===== config.mk =====
export PLATFORM = sky130hd
export DESIGN_NAME = flac_frame_header_parser_core
export DESIGN_NICKNAME = d
export VERILOG_FILES = /design/src/rtl/flac_fhp_pkg.sv /design/src/rtl/flac_fhp_parse.sv /design/src/rtl/flac_fhp_decode.sv /design/src/rtl/flac_frame_header_parser_core.sv
export SDC_FILE = /design/constraint.sdc
export NUM_CORES = 1
export LEC_CHECK = 0
export ABC_AREA = 1
export BUFFER_PORTS_ARGS = -buffer_cell sky130_fd_sc_hd__buf_2
export CORE_UTILIZATION = 66
export CTS_CLUSTER_DIAMETER = 80
export DETAILED_ROUTE_END_ITERATION = 8
export GPL_TIMING_DRIVEN = 0
export PLACE_DENSITY_LB_ADDON = 0.3
export SLEW_MARGIN = 20
export SYNTH_ARGS = -nofsm -noshare
export SYNTH_HDL_FRONTEND = slang
export SYNTH_SLANG_ARGS = --single-unit
export TNS_END_PERCENT = 100

===== constraint.sdc =====
create_clock -name clk -period 9.25 [get_ports clk]
set_input_delay 0.4625 -clock clk [delete_from_list [all_inputs] [get_ports clk]]
set_output_delay 0.4625 -clock clk [all_outputs]
set_load 0.02 [all_outputs]

===== src/rtl/flac_fhp_pkg.sv =====
// Types, status codes, tables and the CRC-8 step of the FLAC frame header parser.
// Depends on nothing; used by every module of the block.
package flac_fhp_pkg;

	localparam logic [3:0] ST_OK        = 4'd0;
	localparam logic [3:0] ST_SYNC      = 4'd1;
	localparam logic [3:0] ST_CHAN_MODE = 4'd2;
	localparam logic [3:0] ST_SAMPLE_SZ = 4'd3;
	localparam logic [3:0] ST_PADDING   = 4'd4;
	localparam logic [3:0] ST_UTF8      = 4'd5;
	localparam logic [3:0] ST_BLOCKSIZE = 4'd6;
	localparam logic [3:0] ST_RATE      = 4'd7;
	localparam logic [3:0] ST_CRC       = 4'd8;

	localparam logic [3:0] BC_INVALID = 4'd0;
	localparam logic [3:0] BC_8BIT    = 4'd6;
	localparam logic [3:0] BC_16BIT   = 4'd7;
	localparam logic [3:0] RC_KHZ     = 4'd12;
	localparam logic [3:0] RC_HZ      = 4'd13;
	localparam logic [3:0] RC_10HZ    = 4'd14;
	localparam logic [3:0] RC_INVALID = 4'd15;

	localparam logic [7:0] SYNC_BYTE0 = 8'hFF;
	localparam logic [6:0] SYNC_BYTE1 = 7'b1111100;
	localparam logic [7:0] CRC_POLY   = 8'h07;

	typedef enum logic [3:0] {
		PH_IDLE,
		PH_SYNC1,
		PH_CODES,
		PH_CHAN,
		PH_LEAD,
		PH_CONT,
		PH_BS_HI,
		PH_BS_LO,
		PH_SR_HI,
		PH_SR_LO,
		PH_CRC
	} phase_t;

	// Codes and raw fields that the size and rate decoder needs.
	typedef struct packed {
		logic [3:0]  block_code;
		logic [3:0]  rate_code;
		logic [15:0] raw_block;
		logic [15:0] raw_rate;
	} hdr_codes_t;

	// One result of the parser, fields already zero on an error.
	typedef struct packed {
		logic        valid;
		logic [3:0]  status;
		logic        variable_size;
		logic [3:0]  channels;
		logic [1:0]  channel_mode;
		logic [4:0]  bits_per_sample;
		logic [35:0] number;
	} hdr_res_t;

	function automatic logic [7:0] crc8_step(input logic [7:0] crc, input logic [7:0] b);
		logic [7:0] c;
		c = crc ^ b;
		for (int i = 0; i < 8; i++) begin
			c = c[7] ? ({c[6:0], 1'b0} ^ CRC_POLY) : {c[6:0], 1'b0};
		end
		return c;
	endfunction

	function automatic logic [4:0] bps_lookup(input logic [2:0] code);
		logic [4:0] v;
		case (code)
			3'd1:    v = 5'd8;
			3'd2:    v = 5'd12;
			3'd4:    v = 5'd16;
			3'd5:    v = 5'd20;
			3'd6:    v = 5'd24;
			default: v = 5'd0;
		endcase
		return v;
	endfunction

	function automatic logic [16:0] block_lookup(input logic [3:0] code);
		logic [16:0] v;
		case (code)
			4'd1:    v = 17'd192;
			4'd2:    v = 17'd576;
			4'd3:    v = 17'd1152;
			4'd4:    v = 17'd2304;
			4'd5:    v = 17'd4608;
			4'd8:    v = 17'd256;
			4'd9:    v = 17'd512;
			4'd10:   v = 17'd1024;
			4'd11:   v = 17'd2048;
			4'd12:   v = 17'd4096;
			4'd13:   v = 17'd8192;
			4'd14:   v = 17'd16384;
			4'd15:   v = 17'd32768;
			default: v = 17'd0;
		endcase
		return v;
	endfunction

	function automatic logic [19:0] rate_lookup(input logic [3:0] code);
		logic [19:0] v;
		case (code)
			4'd1:    v = 20'd88200;
			4'd2:    v = 20'd176400;
			4'd3:    v = 20'd192000;
			4'd4:    v = 20'd8000;
			4'd5:    v = 20'd16000;
			4'd6:    v = 20'd22050;
			4'd7:    v = 20'd24000;
			4'd8:    v = 20'd32000;
			4'd9:    v = 20'd44100;
			4'd10:   v = 20'd48000;
			4'd11:   v = 20'd96000;
			default: v = 20'd0;
		endcase
		return v;
	endfunction

endpackage


===== src/rtl/flac_fhp_parse.sv =====
// Byte-wise header parser: phase, CRC-8, UTF-8 number and held header fields.
// Depends on flac_fhp_pkg.
module flac_fhp_parse (
	input  logic                     clk,
	input  logic                     arst_n,
	input  logic                     step,
	input  logic [7:0]               data_byte,
	input  logic                     frame_start,
	output flac_fhp_pkg::hdr_res_t   res,
	output flac_fhp_pkg::hdr_codes_t codes
);
	import flac_fhp_pkg::*;

	phase_t      phase_q, phase_d;
	logic [7:0]  crc_q, crc_d;
	logic [2:0]  left_q, left_d;
	logic [3:0]  bc_q, bc_d;
	logic [3:0]  rc_q, rc_d;
	logic [35:0] num_q, num_d;
	logic        var_q, var_d;
	logic [3:0]  chan_q, chan_d;
	logic [1:0]  mode_q, mode_d;
	logic [4:0]  bps_q, bps_d;
	logic [15:0] rawb_q, rawb_d;
	logic [15:0] rawr_q, rawr_d;

	logic        emit;
	logic [3:0]  st;
	logic [7:0]  crc_next;
	logic        an_err;
	logic [3:0]  an_st;
	phase_t      an_phase;
	phase_t      rate_phase;

	assign crc_next = crc8_step(frame_start ? 8'h00 : crc_q, data_byte);

	// Where the header goes once the number is complete.
	always_comb begin
		if (rc_q == RC_KHZ) begin
			rate_phase = PH_SR_LO;
		end else if (rc_q == RC_HZ || rc_q == RC_10HZ) begin
			rate_phase = PH_SR_HI;
		end else begin
			rate_phase = PH_CRC;
		end
		an_err = 1'b0;
		an_st = ST_OK;
		an_phase = rate_phase;
		if (bc_q == BC_INVALID) begin
			an_err = 1'b1;
			an_st = ST_BLOCKSIZE;
		end else if (rc_q == RC_INVALID) begin
			an_err = 1'b1;
			an_st = ST_RATE;
		end else if (bc_q == BC_8BIT) begin
			an_phase = PH_BS_LO;
		end else if (bc_q == BC_16BIT) begin
			an_phase = PH_BS_HI;
		end
	end

	always_comb begin
		phase_d = phase_q;
		crc_d = crc_q;
		left_d = left_q;
		bc_d = bc_q;
		rc_d = rc_q;
		num_d = num_q;
		var_d = var_q;
		chan_d = chan_q;
		mode_d = mode_q;
		bps_d = bps_q;
		rawb_d = rawb_q;
		rawr_d = rawr_q;
		emit = 1'b0;
		st = ST_OK;
		if (frame_start) begin
			crc_d = crc_next;
			bc_d = 4'd0;
			rc_d = 4'd0;
			num_d = 36'd0;
			left_d = 3'd0;
			rawb_d = 16'd0;
			rawr_d = 16'd0;
			if (data_byte != SYNC_BYTE0) begin
				emit = 1'b1;
				st = ST_SYNC;
			end else begin
				phase_d = PH_SYNC1;
			end
		end else if (phase_q != PH_IDLE) begin
			crc_d = crc_next;
			case (phase_q)
				PH_SYNC1: begin
					if (data_byte[7:1] != SYNC_BYTE1) begin
						emit = 1'b1;
						st = ST_SYNC;
					end else begin
						var_d = data_byte[0];
						phase_d = PH_CODES;
					end
				end
				PH_CODES: begin
					bc_d = data_byte[7:4];
					rc_d = data_byte[3:0];
					phase_d = PH_CHAN;
				end
				PH_CHAN: begin
					if (data_byte[7:4] >= 4'd11) begin
						emit = 1'b1;
						st = ST_CHAN_MODE;
					end else if (data_byte[3:1] == 3'd3 || data_byte[3:1] == 3'd7) begin
						emit = 1'b1;
						st = ST_SAMPLE_SZ;
					end else if (data_byte[0]) begin
						emit = 1'b1;
						st = ST_PADDING;
					end else begin
						if (!data_byte[7]) begin
							chan_d = data_byte[7:4] + 4'd1;
							mode_d = 2'd0;
						end else begin
							// Codes 8 to 10 are the stereo decorrelation modes.
							chan_d = 4'd2;
							mode_d = 2'(data_byte[7:4] - 4'd7);
						end
						bps_d = bps_lookup(data_byte[3:1]);
						phase_d = PH_LEAD;
					end
				end
				PH_LEAD: begin
					if (data_byte[7:6] == 2'b10 || data_byte == 8'hFF) begin
						emit = 1'b1;
						st = ST_UTF8;
					end else if (!data_byte[7]) begin
						num_d = {28'd0, data_byte};
						emit = an_err;
						st = an_st;
						phase_d = an_phase;
					end else begin
						if (data_byte[5] == 1'b0) begin
							left_d = 3'd1;
							num_d = {31'd0, data_byte[4:0]};
						end else if (data_byte[4] == 1'b0) begin
							left_d = 3'd2;
							num_d = {32'd0, data_byte[3:0]};
						end else if (data_byte[3] == 1'b0) begin
							left_d = 3'd3;
							num_d = {33'd0, data_byte[2:0]};
						end else if (data_byte[2] == 1'b0) begin
							left_d = 3'd4;
							num_d = {34'd0, data_byte[1:0]};
						end else if (data_byte[1] == 1'b0) begin
							left_d = 3'd5;
							num_d = {35'd0, data_byte[0]};
						end else begin
							left_d = 3'd6;
							num_d = 36'd0;
						end
						phase_d = PH_CONT;
					end
				end
				PH_CONT: begin
					if (data_byte[7:6] != 2'b10) begin
						emit = 1'b1;
						st = ST_UTF8;
					end else begin
						num_d = {num_q[29:0], data_byte[5:0]};
						left_d = left_q - 3'd1;
						if (left_q == 3'd1) begin
							emit = an_err;
							st = an_st;
							phase_d = an_phase;
						end
					end
				end
				PH_BS_HI: begin
					rawb_d = {data_byte, 8'h00};
					phase_d = PH_BS_LO;
				end
				PH_BS_LO: begin
					rawb_d = {rawb_q[15:8], data_byte};
					phase_d = rate_phase;
				end
				PH_SR_HI: begin
					rawr_d = {data_byte, 8'h00};
					phase_d = PH_SR_LO;
				end
				PH_SR_LO: begin
					rawr_d = {rawr_q[15:8], data_byte};
					phase_d = PH_CRC;
				end
				PH_CRC: begin
					emit = 1'b1;
					st = (crc_next != 8'h00) ? ST_CRC : ST_OK;
				end
				default: begin
					phase_d = PH_IDLE;
				end
			endcase
		end
		if (emit) begin
			phase_d = PH_IDLE;
		end
	end

	always_comb begin
		res.valid = step && emit;
		res.status = st;
		res.variable_size = (st == ST_OK) ? var_q : 1'b0;
		res.channels = (st == ST_OK) ? chan_q : 4'd0;
		res.channel_mode = (st == ST_OK) ? mode_q : 2'd0;
		res.bits_per_sample = (st == ST_OK) ? bps_q : 5'd0;
		res.number = (st == ST_OK) ? num_q : 36'd0;
		codes.block_code = bc_q;
		codes.rate_code = rc_q;
		codes.raw_block = rawb_q;
		codes.raw_rate = rawr_q;
	end

	always_ff @(posedge clk or negedge arst_n) begin
		if (!arst_n) begin
			phase_q <= PH_IDLE;
			crc_q <= 8'h00;
			left_q <= 3'd0;
			bc_q <= 4'd0;
			rc_q <= 4'd0;
		end else if (step) begin
			phase_q <= phase_d;
			crc_q <= crc_d;
			left_q <= left_d;
			bc_q <= bc_d;
			rc_q <= rc_d;
		end
	end

	always_ff @(posedge clk) begin
		if (step) begin
			num_q <= num_d;
			var_q <= var_d;
			chan_q <= chan_d;
			mode_q <= mode_d;
			bps_q <= bps_d;
			rawb_q <= rawb_d;
			rawr_q <= rawr_d;
		end
	end

endmodule


===== src/rtl/flac_fhp_decode.sv =====
// Turns the block size and sample rate codes and raw fields into sample counts and hertz.
// Depends on flac_fhp_pkg.
module flac_fhp_decode (
	input  flac_fhp_pkg::hdr_codes_t codes,
	output logic [16:0]              block_size,
	output logic [19:0]              rate_hz
);
	import flac_fhp_pkg::*;

	logic [25:0] khz_prod;
	logic [19:0] tenhz_prod;

	// Only the low 20 bits of the scaled rate are kept.
	assign khz_prod = 26'(codes.raw_rate) * 26'd1000;
	assign tenhz_prod = 20'(codes.raw_rate) * 20'd10;

	always_comb begin
		if (codes.block_code == BC_8BIT || codes.block_code == BC_16BIT) begin
			block_size = 17'(codes.raw_block) + 17'd1;
		end else begin
			block_size = block_lookup(codes.block_code);
		end
		case (codes.rate_code)
			RC_KHZ:     rate_hz = khz_prod[19:0];
			RC_HZ:      rate_hz = 20'(codes.raw_rate);
			RC_10HZ:    rate_hz = tenhz_prod;
			RC_INVALID: rate_hz = 20'd0;
			default:    rate_hz = rate_lookup(codes.rate_code);
		endcase
	end

endmodule


===== src/rtl/flac_frame_header_parser_core.sv =====
// Channel  | Signals                          | Item
// byte     | byte_valid, byte_stall           | data_byte, frame_start
// hdr      | hdr_valid, hdr_stall             | status and decoded header fields
//
// One byte per cycle while byte_stall is low: an accepted byte is held in the input register
// until the parse stage takes it, and any result it causes is loaded into the output register,
// so hdr_valid rises once the byte that ends a header has passed both of these registers.
// The parse stage advances whenever the output register is empty or is read in that cycle;
// when the output is stalled and full, the parse stage holds and byte_stall rises.
// Reset leaves the parser idle until a byte with frame_start set arrives.
// Depends on flac_fhp_pkg, flac_fhp_parse and flac_fhp_decode.
module flac_frame_header_parser_core (
	input  logic        clk,
	input  logic        arst_n,
	input  logic        byte_valid,
	output logic        byte_stall,
	input  logic [7:0]  data_byte,
	input  logic        frame_start,
	output logic        hdr_valid,
	input  logic        hdr_stall,
	output logic [3:0]  status,
	output logic        variable_size,
	output logic [3:0]  channels,
	output logic [1:0]  channel_mode,
	output logic [4:0]  bits_per_sample,
	output logic [35:0] frame_or_sample_number,
	output logic [16:0] block_size,
	output logic [19:0] rate_hz
);
	import flac_fhp_pkg::*;

	logic        valid_s1;
	logic [7:0]  byte_s1;
	logic        start_s1;
	logic        advance;
	hdr_res_t    res;
	hdr_codes_t  codes;
	logic [16:0] dec_block;
	logic [19:0] dec_rate;
	logic        ok;

	logic        out_valid_q;
	logic [3:0]  status_q;
	logic        var_q;
	logic [3:0]  chan_q;
	logic [1:0]  mode_q;
	logic [4:0]  bps_q;
	logic [35:0] num_q;
	logic [16:0] block_q;
	logic [19:0] rate_q;

	assign advance = valid_s1 && (!out_valid_q || !hdr_stall);
	assign byte_stall = valid_s1 && !advance;

	always_ff @(posedge clk or negedge arst_n) begin
		if (!arst_n) begin
			valid_s1 <= 1'b0;
		end else if (byte_valid && !byte_stall) begin
			valid_s1 <= 1'b1;
		end else if (advance) begin
			valid_s1 <= 1'b0;
		end
	end

	always_ff @(posedge clk) begin
		if (byte_valid && !byte_stall) begin
			byte_s1 <= data_byte;
			start_s1 <= frame_start;
		end
	end

	flac_fhp_parse u_parse (
		.clk        (clk),
		.arst_n     (arst_n),
		.step       (advance),
		.data_byte  (byte_s1),
		.frame_start(start_s1),
		.res        (res),
		.codes      (codes)
	);

	flac_fhp_decode u_decode (
		.codes      (codes),
		.block_size (dec_block),
		.rate_hz    (dec_rate)
	);

	assign ok = (res.status == ST_OK);

	always_ff @(posedge clk or negedge arst_n) begin
		if (!arst_n) begin
			out_valid_q <= 1'b0;
		end else if (res.valid) begin
			out_valid_q <= 1'b1;
		end else if (!hdr_stall) begin
			out_valid_q <= 1'b0;
		end
	end

	always_ff @(posedge clk) begin
		if (res.valid) begin
			status_q <= res.status;
			var_q <= res.variable_size;
			chan_q <= res.channels;
			mode_q <= res.channel_mode;
			bps_q <= res.bits_per_sample;
			num_q <= res.number;
			block_q <= ok ? dec_block : 17'd0;
			rate_q <= ok ? dec_rate : 20'd0;
		end
	end

	assign hdr_valid = out_valid_q;
	assign status = status_q;
	assign variable_size = var_q;
	assign channels = chan_q;
	assign channel_mode = mode_q;
	assign bits_per_sample = bps_q;
	assign frame_or_sample_number = num_q;
	assign block_size = block_q;
	assign rate_hz = rate_q;

endmodule


=== Word level (Yosys, flattened, before mapping) ===
Memories as Yosys holds them, arrays and structs flattened.
Cells that the tools add are included.

* Flip-flop bits (word level): 203
* Memories: 2
* Bits in writable memories: 0
* Bits in read-only memories: 432
* Latch bits: 0
* Input port bits: 13

{| class="wikitable"
|+ Memories
! name !! words !! bits a word !! rd ports !! clocked after memory_dff !! write ports !! RTL line !! text
|-
| (name not given) || 16 || 17 || 1 || 0 || 0 || flac_fhp_pkg.sv:105 || <nowiki>case (code)</nowiki>
|-
| (name not given) || 16 || 10 || 1 || 0 || 0 || flac_fhp_pkg.sv:84 || <nowiki>case (code)</nowiki>
|}

* Muxes and demuxes: 97
* Order comparisons: 1
* Bitwise gates (word level): 14
* Equal/unequal tests: 44
* Div/mod/pow operators: 0
* Reductions and logical operators: 37
* Shift-type cells: 0
* $mul: 2
* $add $sub $neg: 4

{| class="wikitable"
|+ Operator list
! operator !! number
|-
| $mux 36 || 8
|-
| $mux 4 || 33
|-
| $pmux 20 s4 || 1
|-
| $pmux 36 s2 || 1
|-
| $pmux 16 s2 || 2
|-
| $mux 3 || 19
|-
| $pmux 4 s10 || 1
|-
| $mux 16 || 2
|-
| $eq 4x4->1 const B || 7
|-
| $pmux 5 s5 || 1
|-
| $eq 4x3->1 const B || 6
|-
| $mux 8 || 3
|-
| $ne 4x3->1 const B || 6
|-
| $not 3->3 || 8
|-
| $mux 1 || 20
|-
| $pmux 4 s5 || 1
|-
| $mul 16x3->19 const B || 1
|-
| $add 16x1->17 const B || 1
|-
| $mul 16x7->17 const B || 1
|-
| $mux 17 || 1
|-
| $eq 3x3->1 const B || 4
|-
| $reduce_bool 3->1 || 4
|-
| $reduce_and 11->1 || 1
|-
| $reduce_and 5->1 || 2
|-
| other kinds (34) || 65
|}

=== Logic depth before layout (Yosys ltp) ===
* Depth after elaboration: 24
* Mapped depth: 19
* Mapped depth without buffers: 19

=== Modules after synthesis ===
A second synthesis with hierarchy kept.

* Cell total of the unflattened synthesis: 1535
* Area total of the unflattened synthesis: 13320.3 um^2

{| class="wikitable"
|+ Modules (own cells, without submodules)
! module !! cells each !! times used !! area an instance (um^2)
|-
| flac_fhp_parse || 624 || 1 || 5262.5
|-
| flac_fhp_decode || 722 || 1 || 4438.0
|-
| flac_frame_header_parser_core || 189 || 1 || 3619.7
|}

=== Least setup slack after synthesis ===
OpenSTA, ideal clock, no wires.

* Path type: register to register
* From: register u_parse.rc_q[3]
* To: register bps_q[2], in the netlist bits_per_sample[2], enable pin
* Slack: 3.742 ns
* Data arrival time: 4.975 ns
* Clock period less this slack: 5.508 ns
* Stages on the path, launching flop included: 12
* Data required time: 8.717 ns
* Library setup time: 0.533 ns
* Buffers on the path: 1
* Path through: dfrtp_1 -> clkbuf_1 -> nand2_1 -> inv_2 -> nand2_1 -> nand2_1 -> nand2_1 -> a21oi_1 -> nor2_1 -> nand2_1 -> a21boi_0 -> nor2_1

{| class="wikitable"
|+ RTL lines
! element !! RTL line !! text
|-
| start, declared || flac_fhp_parse.sv:18 || <nowiki>logic [3:0] rc_q, rc_d;</nowiki>
|-
| start signal, assigned || flac_fhp_parse.sv:233 || <nowiki>rc_q <= rc_d;</nowiki>
|-
| end signal, assigned || flac_frame_header_parser_core.sv:106 || <nowiki>bps_q <= res.bits_per_sample;</nowiki>
|-
| end, declared || flac_frame_header_parser_core.sv:47 || <nowiki>logic [4:0] bps_q;</nowiki>
|}

=== Final worst setup path ===
* From: register u_parse.rawr_q[9]
* To: register rate_q[17], in the netlist rate_hz[17], data pin

* Word-level cells in the longest chain between the ends: 2
* Elaborated cells between the ends (all ways): 3
* Classes of those cells: mul: 2; mux: 1

{| class="wikitable"
|+ RTL lines
! element !! RTL line !! text
|-
| start, declared || flac_fhp_parse.sv:25 || <nowiki>logic [15:0] rawr_q, rawr_d;</nowiki>
|-
| start signal, assigned || flac_fhp_parse.sv:245 || <nowiki>rawr_q <= rawr_d;</nowiki>
|-
| $mul 16x3->19 / $mul 16x7->17 (equally long branches) || flac_fhp_decode.sv:15, flac_fhp_decode.sv:14 ||
|-
| $pmux 20 s4 * || flac_fhp_decode.sv:23 || <nowiki>case (codes.rate_code)</nowiki>
|-
| end signal, assigned || flac_frame_header_parser_core.sv:109 || <nowiki>rate_q <= ok ? dec_rate : 20'd0;</nowiki>
|-
| end, declared || flac_frame_header_parser_core.sv:50 || <nowiki>logic [19:0] rate_q;</nowiki>
|}

Every way passes the cells marked *; elsewhere a longest branch is shown, timed or not.
A chain may end at the register's enable or synchronous reset.

==> impl_results.md <==
* Die X at 140.4 µm
* Die height at 140.4 µm
* Post-cts hold buffer count at 0
* DR pass1 iterations at 6
* Status: finished clean
* Met3 wire length at ~2300 µm
* Switching part of the total power at a little over two fifths
* CTS buffer count at 17
* PortBufs at a little over 100
* Max-slew violations at 0
* Reg power frac at around a third
* Final Power at 3.527 mW
* Ys Warns at 0
* Pwr dens at between 200 and 250 nW/µm²
* Syn Area/Cell at roughly 9.2 µm²
* Fmax at around 210 MHz
* Post-synth EDFFs at 174
* Remaining routing DRC violations at 0
* Longest Clk Path Bufs at 2
* Clk slew on worst S/H paths at around 0.10 ns
* Combinational fraction of design power at between 40% and 50%
* Worst-Margin Slew at about 1 ns
* CTS Sinks at 199
* Clock Power Share at between 20% and 30%
* H-Tree Depth at 4
* Int Pwr at 2.030 mW
* Worst hold path class: in2async
* Cell Area, Placed at between 10,000 and 15,000 µm²
* Synth Instances at about 1,400
* Relative slew margins at 33.21%
* Post-Layout Cell Count at around 1,700
* Uppermost routed layer: met4
* #FFs+latches synth at roughly 200
* Row cnt at 50
* RSZ-0062 raised after global routing: no
* Period minus WS final at 4.869 ns
* Worst-Skew Late Latency at around 0.45 ns
* DRT iter0 DRCs at 968
* M1 wire length at ~12,000 µm
* Initial antenna violation count at 0
* Share of cells above drive strength 1 at 14.34%
* GRT overflow at 0
* Final Hold Viols at 0
* Routed length per instance at 17.12 µm
* Sequential area share after synthesis at 46.26%
* Worst setup EP type: register
* Via Count at between 9,000 and 10,000
* CTS tree: built
* Core Box Area at ~19,000 µm²
* Root Driver: clkbuf_16
* Clock skew at approximately 0.018 ns
* Final TNS setup at 0 ns
* Most common cell after layout, fill and taps aside: nand2_1
* Fill cells at 1,305
* Placed cells at 1,715
* Via density at 5.706
* CTS-repair resized insts at 0
* Synthesized area at roughly 13,000 µm²
* CP Launch Type: register
* Routed Antenna Nets at 0
* Post-synth top flop: edfxtp_1
* Total track usage at 31.63%
* Met2 WL at 14,480 µm
* Layout Area Growth over Synthesis at 12.55%
* Final setup viols at 0
* Worst Path Arrival at 5.07 ns
* Vias in the first global route at between 9,000 and 10,000
* Reg2Reg Depth at 18
* First-pass GRT wire length at 47,750 µm
* Number of diodes at 0
* Worst vdd ir at about 0.15 mV
* Leak pwr at approximately 6.4 nW
* Period Utilization, post-route at between 50 and 60%
* Net switching power at approximately 1.5 mW
* Routed wire length at roughly 30,000 µm
* Routability Congestion at 0.9465
* Fin nets at 1,631
* Post-CTS Setup Inserts at 0
* Max Cap Viol at 0
* Distinct cells, synth at 48
* Crit-path max FO at 7
* HPWL Detailed at ~23,000 µm
* Num ports at around 100
* Initial Util at roughly 67%
* FFs w/ async S/R, synth at between 10% and 20%
* Req. time, crit path at approximately 9.5 ns
* Largest net degree at the start of global routing at 31
* Most frequent cells in the layout: nand2_1 (231), inv_1 (229), nor2_1 (217)
* Crit Path Category: reg2reg
* Post-route cell area at 14,240 µm²
* Die Area at 19,720 µm²
[stage by stage]
step / hold slack [ns] / utilization (%) / setup WS (ns)
2_1_floorplan: 0.1669 / - / 3.742
3_3_place_gp: 0.4898 / 71.67 / 1.878
3_5_place_dp: 0.4961 / 72.31 / 4.408
4_1_cts: 0.03760 / 75.85 / 4.400
5_1_grt: 0.08331 / 75.85 / 4.087
6_report: 0.01990 / 75.85 / 4.381
[final timing paths]
check | startpoint | end | slack [ns]
min reg2reg | u_parse.crc_q[6] | u_parse.crc_q[6] | 0.53
min in group clk | frame_start | start_s1 | 0.18
max in group asynchronous | arst_n | u_parse.left_q[0] | 8.81
min | arst_n | u_parse.crc_q[6] | 0.02
max reg2reg | u_parse.rawr_q[9] | rate_hz[17] | 4.38
max | u_parse.rawr_q[9] | rate_hz[17] | 4.38
[cell families (layout without fill, tap and decap cells)]
group                      Yosys count  in the layout  synth area share (%)
and+or+nand+nor                    602            602                 21.72
buffers and inverters              267            405                 8.665
DFF                                199            199                 46.26
AOI/OAI and AO/OA                  168            168                 7.785
adders and majority gates          118            118                 14.22
xor gates and xnor gates            19             19                 1.316
other                                1              2               0.02965
[area by class of cell]
class | instances | area [µm²] | share of cell area (%)
Buffer | 26 | 191.4 | 1.345
Clock buffer | 17 | 425.4 | 2.988
Clock inverter | 15 | 239.0 | 1.679
Inverter | 241 | 904.6 | 6.354
Multi-Input combinational cell | 909 | 5727 | 40.23
Sequential cell | 199 | 5851 | 41.10
Tap cell | 234 | 292.8 | 2.057
Timing Repair Buffer | 106 | 605.6 | 4.254
[registers in the layout (all words and copies together), names as in the netlist, 8 cells and up]
signal	cells
byte_s1	8
u_parse.crc_q	8
u_parse.num_q	36
u_parse.rawr_q	16
frame_or_sample_number	36
u_parse.rawb_q	16
block_size	17
rate_hz	20
[worst max-delay path, cell delays in order, from the launching register on]
cell      delay (ns)
edfxtp_1        0.52
inv_1           0.29
fa_1            0.49
fa_1            0.54
inv_1           0.05
fa_1            0.53
inv_1           0.05
fa_1            0.50
inv_1           0.05
ha_1            0.39
nand2_1         0.10
nor2_1          0.14
nand3_1         0.10
nand4_1         0.12
a21oi_1         0.06
o21ai_0         0.16
o21ai_0         0.28
nor2_1          0.18
nor2_1          0.05
[power groups by stage]
stage / Combinational [mW] / Clock (mW) / Sequential (mW)
global placement: 1.40 / 0 / 1.22
detailed placement: 1.47 / 0 / 1.21
finish: 1.50 / 0.828 / 1.20
global route: 1.69 / 0.857 / 1.21
floorplan: 1.04 / 0 / 1.27
CTS: 1.48 / 0.826 / 1.20
[synth_stat cells, types with 13 or more instances]
cell	number	share of area [%]
nand2_1	231	6.9
inv_1	229	6.8
nor2_1	219	6.5
edfxtp_1	174	41
ha_1	75	7.4
nand3_1	68	2.7
o21ai_0	65	2.6
a21oi_1	45	1.8
fa_1	43	6.8
nor2_4	40	3.6
dfrtp_1	25	4.9
nor3_1	14	0.55
clkbuf_1	13	0.39
[per-layer routing]
metal	global-route usage (%)	vias to the layer above
met1	40.56	4624
met3	5.299	78
li1	-	4746
met2	53.89	520
met5	0	-
met4	12.32	0
Power figures use the tool's default switching activity.
